**config.mk**
```make
export PLATFORM = sky130hd
export DESIGN_NAME = dwpd_ctrl
export DESIGN_NICKNAME = d
export VERILOG_FILES = /design/src/dwpd_pkg.sv /design/src/dwpd_ctrl.sv
export SDC_FILE = /design/constraint.sdc
export NUM_CORES = 1
export LEC_CHECK = 0
export ABC_AREA = 1
export BUFFER_PORTS_ARGS = -buffer_cell sky130_fd_sc_hd__buf_4
export CAP_MARGIN = 20
export CORE_UTILIZATION = 25
export CTS_CLUSTER_SIZE = 12
export DETAILED_ROUTE_END_ITERATION = 10
export PLACE_DENSITY_LB_ADDON = 0.1
export SLEW_MARGIN = 15
export SYNTH_ARGS = -nofsm -noshare
export SYNTH_HDL_FRONTEND = slang
export SYNTH_SLANG_ARGS = --single-unit
```
**constraint.sdc**
```tcl
create_clock -name clk -period 2.3 [get_ports clk]
set_input_delay 0.115 -clock clk [delete_from_list [all_inputs] [get_ports clk]]
set_output_delay 0.115 -clock clk [all_outputs]
set_load 0.02 [all_outputs]
```
**src/dwpd_pkg.sv**
```systemverilog
`timescale 1ns / 1ps
`default_nettype none
// ----------------------------------------------------------------------------
// dwpd_pkg
// shared widths, register indexes and controller/datapath types
// ----------------------------------------------------------------------------
package dwpd_pkg;

  localparam int DT_W       = 20;
  localparam int POS_W      = 32;
  localparam int GAIN_W     = 16;
  localparam int LIM_W      = 31;
  localparam int CFG_IDX_W  = 3;
  localparam int CFG_DATA_W = 31;
  localparam int DUTY_W     = 8;
  localparam int FS_W       = 16;

  localparam int IN_TDATA_W  = 216;
  localparam int OUT_TDATA_W = 40;

  localparam int ERR_W  = POS_W + 1;
  localparam int DER_W  = 47;
  localparam int VOLT_W = 42;
  localparam int MA_W   = 48;
  localparam int MB_W   = 21;
  localparam int PROD_W = MA_W + MB_W;
  localparam int QUO_W  = ERR_W + DT_W;
  localparam int DIV_CNT_W = 6;

  localparam logic [CFG_IDX_W-1:0] REG_PROP  = 3'd0;
  localparam logic [CFG_IDX_W-1:0] REG_INT   = 3'd1;
  localparam logic [CFG_IDX_W-1:0] REG_DERIV = 3'd2;
  localparam logic [CFG_IDX_W-1:0] REG_FEED  = 3'd3;
  localparam logic [CFG_IDX_W-1:0] REG_ILIM  = 3'd4;

  localparam logic [GAIN_W-1:0] PROP_RESET  = 16'd12800;
  localparam logic [GAIN_W-1:0] INT_RESET   = 16'd1280;
  localparam logic [GAIN_W-1:0] DERIV_RESET = 16'd1280;
  localparam logic [GAIN_W-1:0] FEED_RESET  = 16'd640;
  localparam logic [LIM_W-1:0]  ILIM_RESET  = 31'd26214;

  localparam logic [QUO_W-1:0] DERIV_CAP = {7'd0, {46{1'b1}}};
  localparam logic signed [PROD_W-1:0] VOLT_CAP = {28'd0, 1'b1, 40'd0};
  localparam logic [PROD_W-1:0] SAT_LIMIT = {36'd0, 8'd255, 25'd0};

  typedef enum logic [2:0] {
    MSEL_E_DT,
    MSEL_KP,
    MSEL_KI,
    MSEL_KD,
    MSEL_KF,
    MSEL_SCALE
  } mul_sel_t;

  typedef enum logic [1:0] {
    ACC_HOLD,
    ACC_LOAD,
    ACC_ADD,
    ACC_SUB
  } acc_op_t;

  typedef struct packed {
    logic     wheel;
    logic     load_in;
    logic     err_we;
    logic     div_start;
    logic     mul_en;
    mul_sel_t mul_sel;
    acc_op_t  acc_op;
    logic     integ_we;
    logic     deriv_we;
    logic     volt_we;
    logic     res_we;
    logic     out_load;
  } dp_cmd_t;

  typedef struct packed {
    logic div_busy;
  } dp_status_t;

endpackage
`default_nettype wire

```
**src/dwpd_ctrl.sv**
```systemverilog
`timescale 1ns / 1ps
`default_nettype none
// ----------------------------------------------------------------------------
// dwpd_ctrl
// sequencer for the two wheel computations and the output handshake
// ----------------------------------------------------------------------------
module dwpd_ctrl (
  input  wire logic                 clk,
  input  wire logic                 rst,
  input  wire logic                 in_valid,
  output logic                      in_ready,
  output logic                      out_valid,
  input  wire logic                 out_ready,
  input  wire dwpd_pkg::dp_status_t status,
  output dwpd_pkg::dp_cmd_t         cmd
);
  import dwpd_pkg::*;

  typedef enum logic [14:0] {
    S_IDLE  = 15'b000000000000001,
    S_ERR   = 15'b000000000000010,
    S_EDT   = 15'b000000000000100,
    S_INTEG = 15'b000000000001000,
    S_DIV   = 15'b000000000010000,
    S_DSAT  = 15'b000000000100000,
    S_KP    = 15'b000000001000000,
    S_KI    = 15'b000000010000000,
    S_KD    = 15'b000000100000000,
    S_KF    = 15'b000001000000000,
    S_SUM   = 15'b000010000000000,
    S_CLAMP = 15'b000100000000000,
    S_SCALE = 15'b001000000000000,
    S_RES   = 15'b010000000000000,
    S_DONE  = 15'b100000000000000
  } state_t;

  state_t state, state_next;
  logic   wheel, wheel_next;
  logic   out_valid_next;

  assign in_ready = state == S_IDLE;

  always_comb begin
    state_next     = state;
    wheel_next     = wheel;
    out_valid_next = out_valid && !out_ready;
    cmd            = '0;
    cmd.wheel      = wheel;
    cmd.mul_sel    = MSEL_E_DT;
    cmd.acc_op     = ACC_HOLD;
    unique case (state)
      S_IDLE: begin
        if (in_valid) begin
          cmd.load_in = 1'b1;
          wheel_next  = 1'b0;
          state_next  = S_ERR;
        end
      end
      S_ERR: begin
        cmd.err_we    = 1'b1;
        cmd.div_start = 1'b1;
        state_next    = S_EDT;
      end
      S_EDT: begin
        cmd.mul_en  = 1'b1;
        cmd.mul_sel = MSEL_E_DT;
        state_next  = S_INTEG;
      end
      S_INTEG: begin
        cmd.integ_we = 1'b1;
        state_next   = S_DIV;
      end
      S_DIV: begin
        if (!status.div_busy) begin
          state_next = S_DSAT;
        end
      end
      S_DSAT: begin
        cmd.deriv_we = 1'b1;
        state_next   = S_KP;
      end
      S_KP: begin
        cmd.mul_en  = 1'b1;
        cmd.mul_sel = MSEL_KP;
        state_next  = S_KI;
      end
      S_KI: begin
        cmd.mul_en  = 1'b1;
        cmd.mul_sel = MSEL_KI;
        cmd.acc_op  = ACC_LOAD;
        state_next  = S_KD;
      end
      S_KD: begin
        cmd.mul_en  = 1'b1;
        cmd.mul_sel = MSEL_KD;
        cmd.acc_op  = ACC_ADD;
        state_next  = S_KF;
      end
      S_KF: begin
        cmd.mul_en  = 1'b1;
        cmd.mul_sel = MSEL_KF;
        cmd.acc_op  = ACC_SUB;
        state_next  = S_SUM;
      end
      S_SUM: begin
        cmd.acc_op = ACC_ADD;
        state_next = S_CLAMP;
      end
      S_CLAMP: begin
        cmd.volt_we = 1'b1;
        state_next  = S_SCALE;
      end
      S_SCALE: begin
        cmd.mul_en  = 1'b1;
        cmd.mul_sel = MSEL_SCALE;
        state_next  = S_RES;
      end
      S_RES: begin
        cmd.res_we = 1'b1;
        if (!wheel) begin
          wheel_next = 1'b1;
          state_next = S_ERR;
        end else begin
          state_next = S_DONE;
        end
      end
      S_DONE: begin
        if (!out_valid || out_ready) begin
          cmd.out_load   = 1'b1;
          out_valid_next = 1'b1;
          state_next     = S_IDLE;
        end
      end
      default: state_next = S_IDLE;
    endcase
  end

  always_ff @(posedge clk) begin
    if (rst) begin
      state     <= S_IDLE;
      wheel     <= 1'b0;
      out_valid <= 1'b0;
    end else begin
      state     <= state_next;
      wheel     <= wheel_next;
      out_valid <= out_valid_next;
    end
  end

`ifndef SYNTH
  a_accept_starts: assert property (@(posedge clk) disable iff (rst)
    (in_valid && in_ready) |=> state == S_ERR && !wheel)
    else $error("accept did not start left wheel");
  a_right_follows: assert property (@(posedge clk) disable iff (rst)
    (state == S_RES && !wheel) |=> state == S_ERR && wheel)
    else $error("right wheel not started");
  a_load_sets_valid: assert property (@(posedge clk) disable iff (rst)
    cmd.out_load |=> out_valid && state == S_IDLE)
    else $error("output load lost");
`endif

endmodule
`default_nettype wire

```
# After elaboration in Yosys (flattened, before gate mapping)
# Cells that the tools add are included.
# word_totals
reg_bits	17
latchBits	0
ramBits	0
romBits	0
in_bits	5
out_inout_bits	17
wordCells	49
n_memories	0
# op_classes
add_sub_neg	0
mul	0
div	0
n_lt_le_gt_ge	0
eq_ne	18
shifts	0
muxes	20
bitwise_logic	0
reduce_logical	8
# ops
op	count
case mux 15 bit (15 select lines)	1
two-way mux 15 bit	4
case mux 4 bit (6 select lines)	1
== test 15 x 1 -> 1 bit (second input constant)	1
== test 15 x 10 -> 1 bit (second input constant)	1
== test 15 x 11 -> 1 bit (second input constant)	1
== test 15 x 12 -> 1 bit (second input constant)	1
== test 15 x 13 -> 1 bit (second input constant)	1
== test 15 x 14 -> 1 bit (second input constant)	1
== test 15 bit (second input constant)	1
== test 15 x 2 -> 1 bit (second input constant)	1
== test 15 x 3 -> 1 bit (second input constant)	1
== test 15 x 4 -> 1 bit (second input constant)	1
== test 15 x 5 -> 1 bit (second input constant)	1
== test 15 x 6 -> 1 bit (second input constant)	1
== test 15 x 7 -> 1 bit (second input constant)	1
== test 15 x 8 -> 1 bit (second input constant)	1
== test 15 x 9 -> 1 bit (second input constant)	1
two-way mux 1 bit	11
inequality test 2 bit (second input constant)	3
case mux 2 bit (3 select lines)	1
AND reduction 3 bit	1
zero test 1 bit	2
two-way mux 2 bit	1
6 further kinds	6

# Logic depth before layout (Yosys ltp)
# logic_depth
depth_word	4
depth_mapped	11
ltp_nobuf	11

# Worst setup path before layout
# No wires, ideal clock.
# synth_timing
path_kind	reg2out
startpoint	register state[2]
endpoint	output cmd[10] (netlist name)
arrival_time_ns	1.307
required_time_ns	2.185
setup_slack_ns	0.878
path_stages_with_launch	8
n_path_buf	0
cell_sequence	dfxtp_1 > nor2_2 > nand2_4 > nor2_8 > nand4_1 > nand2_1 > inv_1 > nand4_1
# synth_lines
item	line_no	source
start, declared	dwpd_ctrl.sv:37	state_t state, state_next;
start signal, assigned	dwpd_ctrl.sv:144	state <= state_next;
end, declared	dwpd_ctrl.sv:15	output dwpd_pkg::dp_cmd_t cmd

==> metrics.md <==
| Metric | Value |
|---|---|
| Outcome | complete, but fails checks |
| Failing checks | DRC |
| CTS Buf Count | 3 |
| Seq/Total Area, Yosys | 28.3% |
| Top cells by area, synth | dfxtp_1, inv_1, nand2_1 |
| Synth Area in Adders | 0% |
| Final min period | 1.74 ns |
| Synthesized area per cell | just over 7 µm² |
| Worst setup EP type | output port |
| Leak pwr | around 0.68 nW |
| Crit path max fanout | 10 |
| Synth unique cells | 25 |
| Max-slew headroom | ~72% |
| GR peak layer | met2 |
| Final Slew Violations | 0 |
| Placer Congestion | about 0.74 |
| Longest Clk Path Bufs | 2 |
| Routed len/inst | about 11 µm |
| CP peak stage delay | 0.33 ns |
| Clk Latency, worst-skew pair | 0.25 ns |
| Ys Warns | 0 |
| Fmax | around 570 MHz |
| CP Class | reg -> out |
| Simple-gate portion of the synthesized area | a little over half |
| Met3 usage | under 10% |
| Yosys reg bits | 17 |
| Initial drt markers | 29 |
| Initial Utilization | ~27% |
| Hold Crit Class | in -> reg |
| HP Start | out_ready |
| Area Growth Syn to Fin | 17.2% |
| Final Hold Violating Endpoints | 0 |
| Synthesized area | ~1200 µm² |
| N_diodes | 0 |
| First-pass GRT wire length | roughly 4700 µm |
| Grt met1 use | approximately 16% |
| Net Count, Synth | 172 |
| Worst Path Required | 2.18 ns |
| Mux cell area share after synthesis | 0% |
| Tot Pwr | 1.03 mW |
| Cells after Synth | around 170 |
| Vias | between 1,000 and 1,500 |
| Synth top area share | ~28% |
| Maxcap violations | 0 |
| Register share of total power | 33.4% |
| Critical Path Slowest Stage Cell | dfxtp_1 |
| Logic pwr share | approximately 44% |
| Pwr Density | ~730 nW/µm² |
| Hold Path End | out_valid |
| Ys flop type | dfxtp_1 |
| Hold Buf Count CTS | 0 |
| Met2 Use GR | about a fifth |
| Die Height | a little over 70 µm |
| Die area | just over 5000 µm² |
| Fillers | roughly 500 |
| Post-synth ARST share | 0% |
| Worst Max-Slew Pin Slew | approximately 0.4 ns |
| Cts repair resizes | 0 |
| Fin Setup TNS | 0 ns |
| CTS tree | built |
| RSZ-0062 raised after global routing | false |
| CTS clk-pin slew, worst paths | approximately 0.07 ns |
| Commonest non-fill, non-tap cell in the layout | inv_1 |
| Final setup vio count | 0 |
| # Post-CTS Setup Buffers | 0 |
| Fin nets | about 190 |
| Post-DRT Antenna Nets | 0 |
| Most frequent cells in the layout | inv_1, nand2_1, nor2_1 |
| GR Overflow Total | 0 |
| R2r setup slk | 0.70 ns |
| I/O pin count | 22 |
| Worst flop-to-flop path startpoint | state[8] |
| Area leader, netlist | dfxtp_1 |
| Crit-path cells | nor2_2 -> nand2_2 -> nor2_8 -> nand3_1 -> nand4_1 -> buf_4 |
| Residual DRC | 1 |
| Net Sw Frac | 42.2% |
| Tcrit/Tclk final | 75.8% |
| Rows | 24 |
| Buffers added on ports | 21 |
| RR Endpoint | state[0] |
| Min-Delay Path Depth | 4 |
| Xor/xnor share of the synthesized area | 0% |
| Fraction of layout cells with a size suffix above 1 | ~32% |
| Core ar. | 4470 µm² |
| Critical Path AT | 1.63 ns |
| Max VDD drop | 0.368 mV |
| Root Driver | clkbuf_8 |
| Die Wd | slightly above 70 µm |
| Net Switching | between 400 and 500 µW |
| Startpoint types | register |
| Total global-route track usage | 11.6% |
| Vias per cell | around 4.4 |
| H-tree levels | 1 |
| Dpl hpwl | roughly 2100 µm |
| Clock tree sinks | 17 |
| Post-Route WL | around 2700 µm |
| First-pass iteration count of the detailed router | 7 |
| Pint | a little under 600 µW |
| EDFF count, synth | 0 |
| Main combinational cell family by area after synthesis | simple AND/OR/NAND/NOR gates |
| Vias in the first global route | 1,025 |
| R2R depth | 8 |
| WP buf/inv | 1 |
| Compound-cell area share of the yosys netlist | just under 3% |
| Clock skew | between 0.0015 and 0.002 ns |
| Pin count of the biggest net entering global routing | 17 |
| Worst path top cell family by delay | simple AND/OR/NAND/NOR gates |
| Clock Power Share | a little under a quarter |
| Initial antenna violation count | 0 |
==> worst min-delay path, cell delays in order <==
cell and delay [ns]:
buf_4 0.07, nor2_1 0.07, inv_1 0.06, a21oi_1 0.06
==> cells by family (layout without fill, tap and decap cells) <==
kind of cell    Yosys count  in the layout
compound gates            7              7
buf+inv                  37             55
flops                    17             17
simple gates            106            106
==> power groups by stage <==
stage               registers (mW)  clock network [mW]  logic, mW
floorplan                    0.346                   0      0.376
global placement             0.350                   0      0.456
detailed placement           0.349                   0      0.458
CTS                          0.343               0.244      0.460
global route                 0.345               0.255      0.509
finish                       0.343               0.231      0.452
==> routing by layer <==
metal,routed length [µm],vias up
met3,84,4
met4,24,0
met1,1360,470
li1,-,554
met5,0,-
met2,1210,18
==> metrics by stage <==
stage               instance area, µm²  hold WS, ns  instances  setup slack (ns)  utilization (%)
detailed placement                1360        0.435        233             0.697             30.5
global placement                  1360        0.428        233             0.735             30.5
floorplan                         1200        0.332        167             0.878                -
finish                            1410        0.170        237             0.556             31.5
CTS                               1410        0.167        237             0.535             31.5
global route                      1410        0.195        237             0.416             31.5
==> cells in the mapped netlist, types with 4 or more instances <==
| cell | instances |
|---|---|
| inv_1 | 29 |
| nor2_2 | 5 |
| nor2_1 | 25 |
| dfxtp_1 | 17 |
| nand2_4 | 4 |
| nand2_1 | 27 |
| nor3_2 | 10 |
| nand2_2 | 6 |
| nand3_1 | 13 |
==> state kept, by name, indices dropped and copies added (netlist names) <==
signal and flops:
out_valid 1, wheel 1, state 15
==> cell type report <==
type	instances	area, µm²	share of cell area (%)
multi-input cells	113	688	48.8
flip-flops and latches	17	340	24.2
repair buffers	21	158	11.2
inverters	30	113	7.99
well taps	52	65.1	4.62
clock buffers	4	45.0	3.20
==> how the worst max path moves through the flow <==
stage | from | endpoint | slack, ns | cells past startpoint
after floorplan | state[2] | cmd[10] | 0.88 | 7
after global placement | state[10] | state[0] | 0.73 | 8
after detailed placement | state[13] | state[0] | 0.70 | 8
after CTS | state[4] | cmd[10] | 0.53 | 8
after global routing | state[4] | cmd[10] | 0.42 | 8
final | state[4] | cmd[10] | 0.56 | 6
Power figures use the tool's default switching activity.
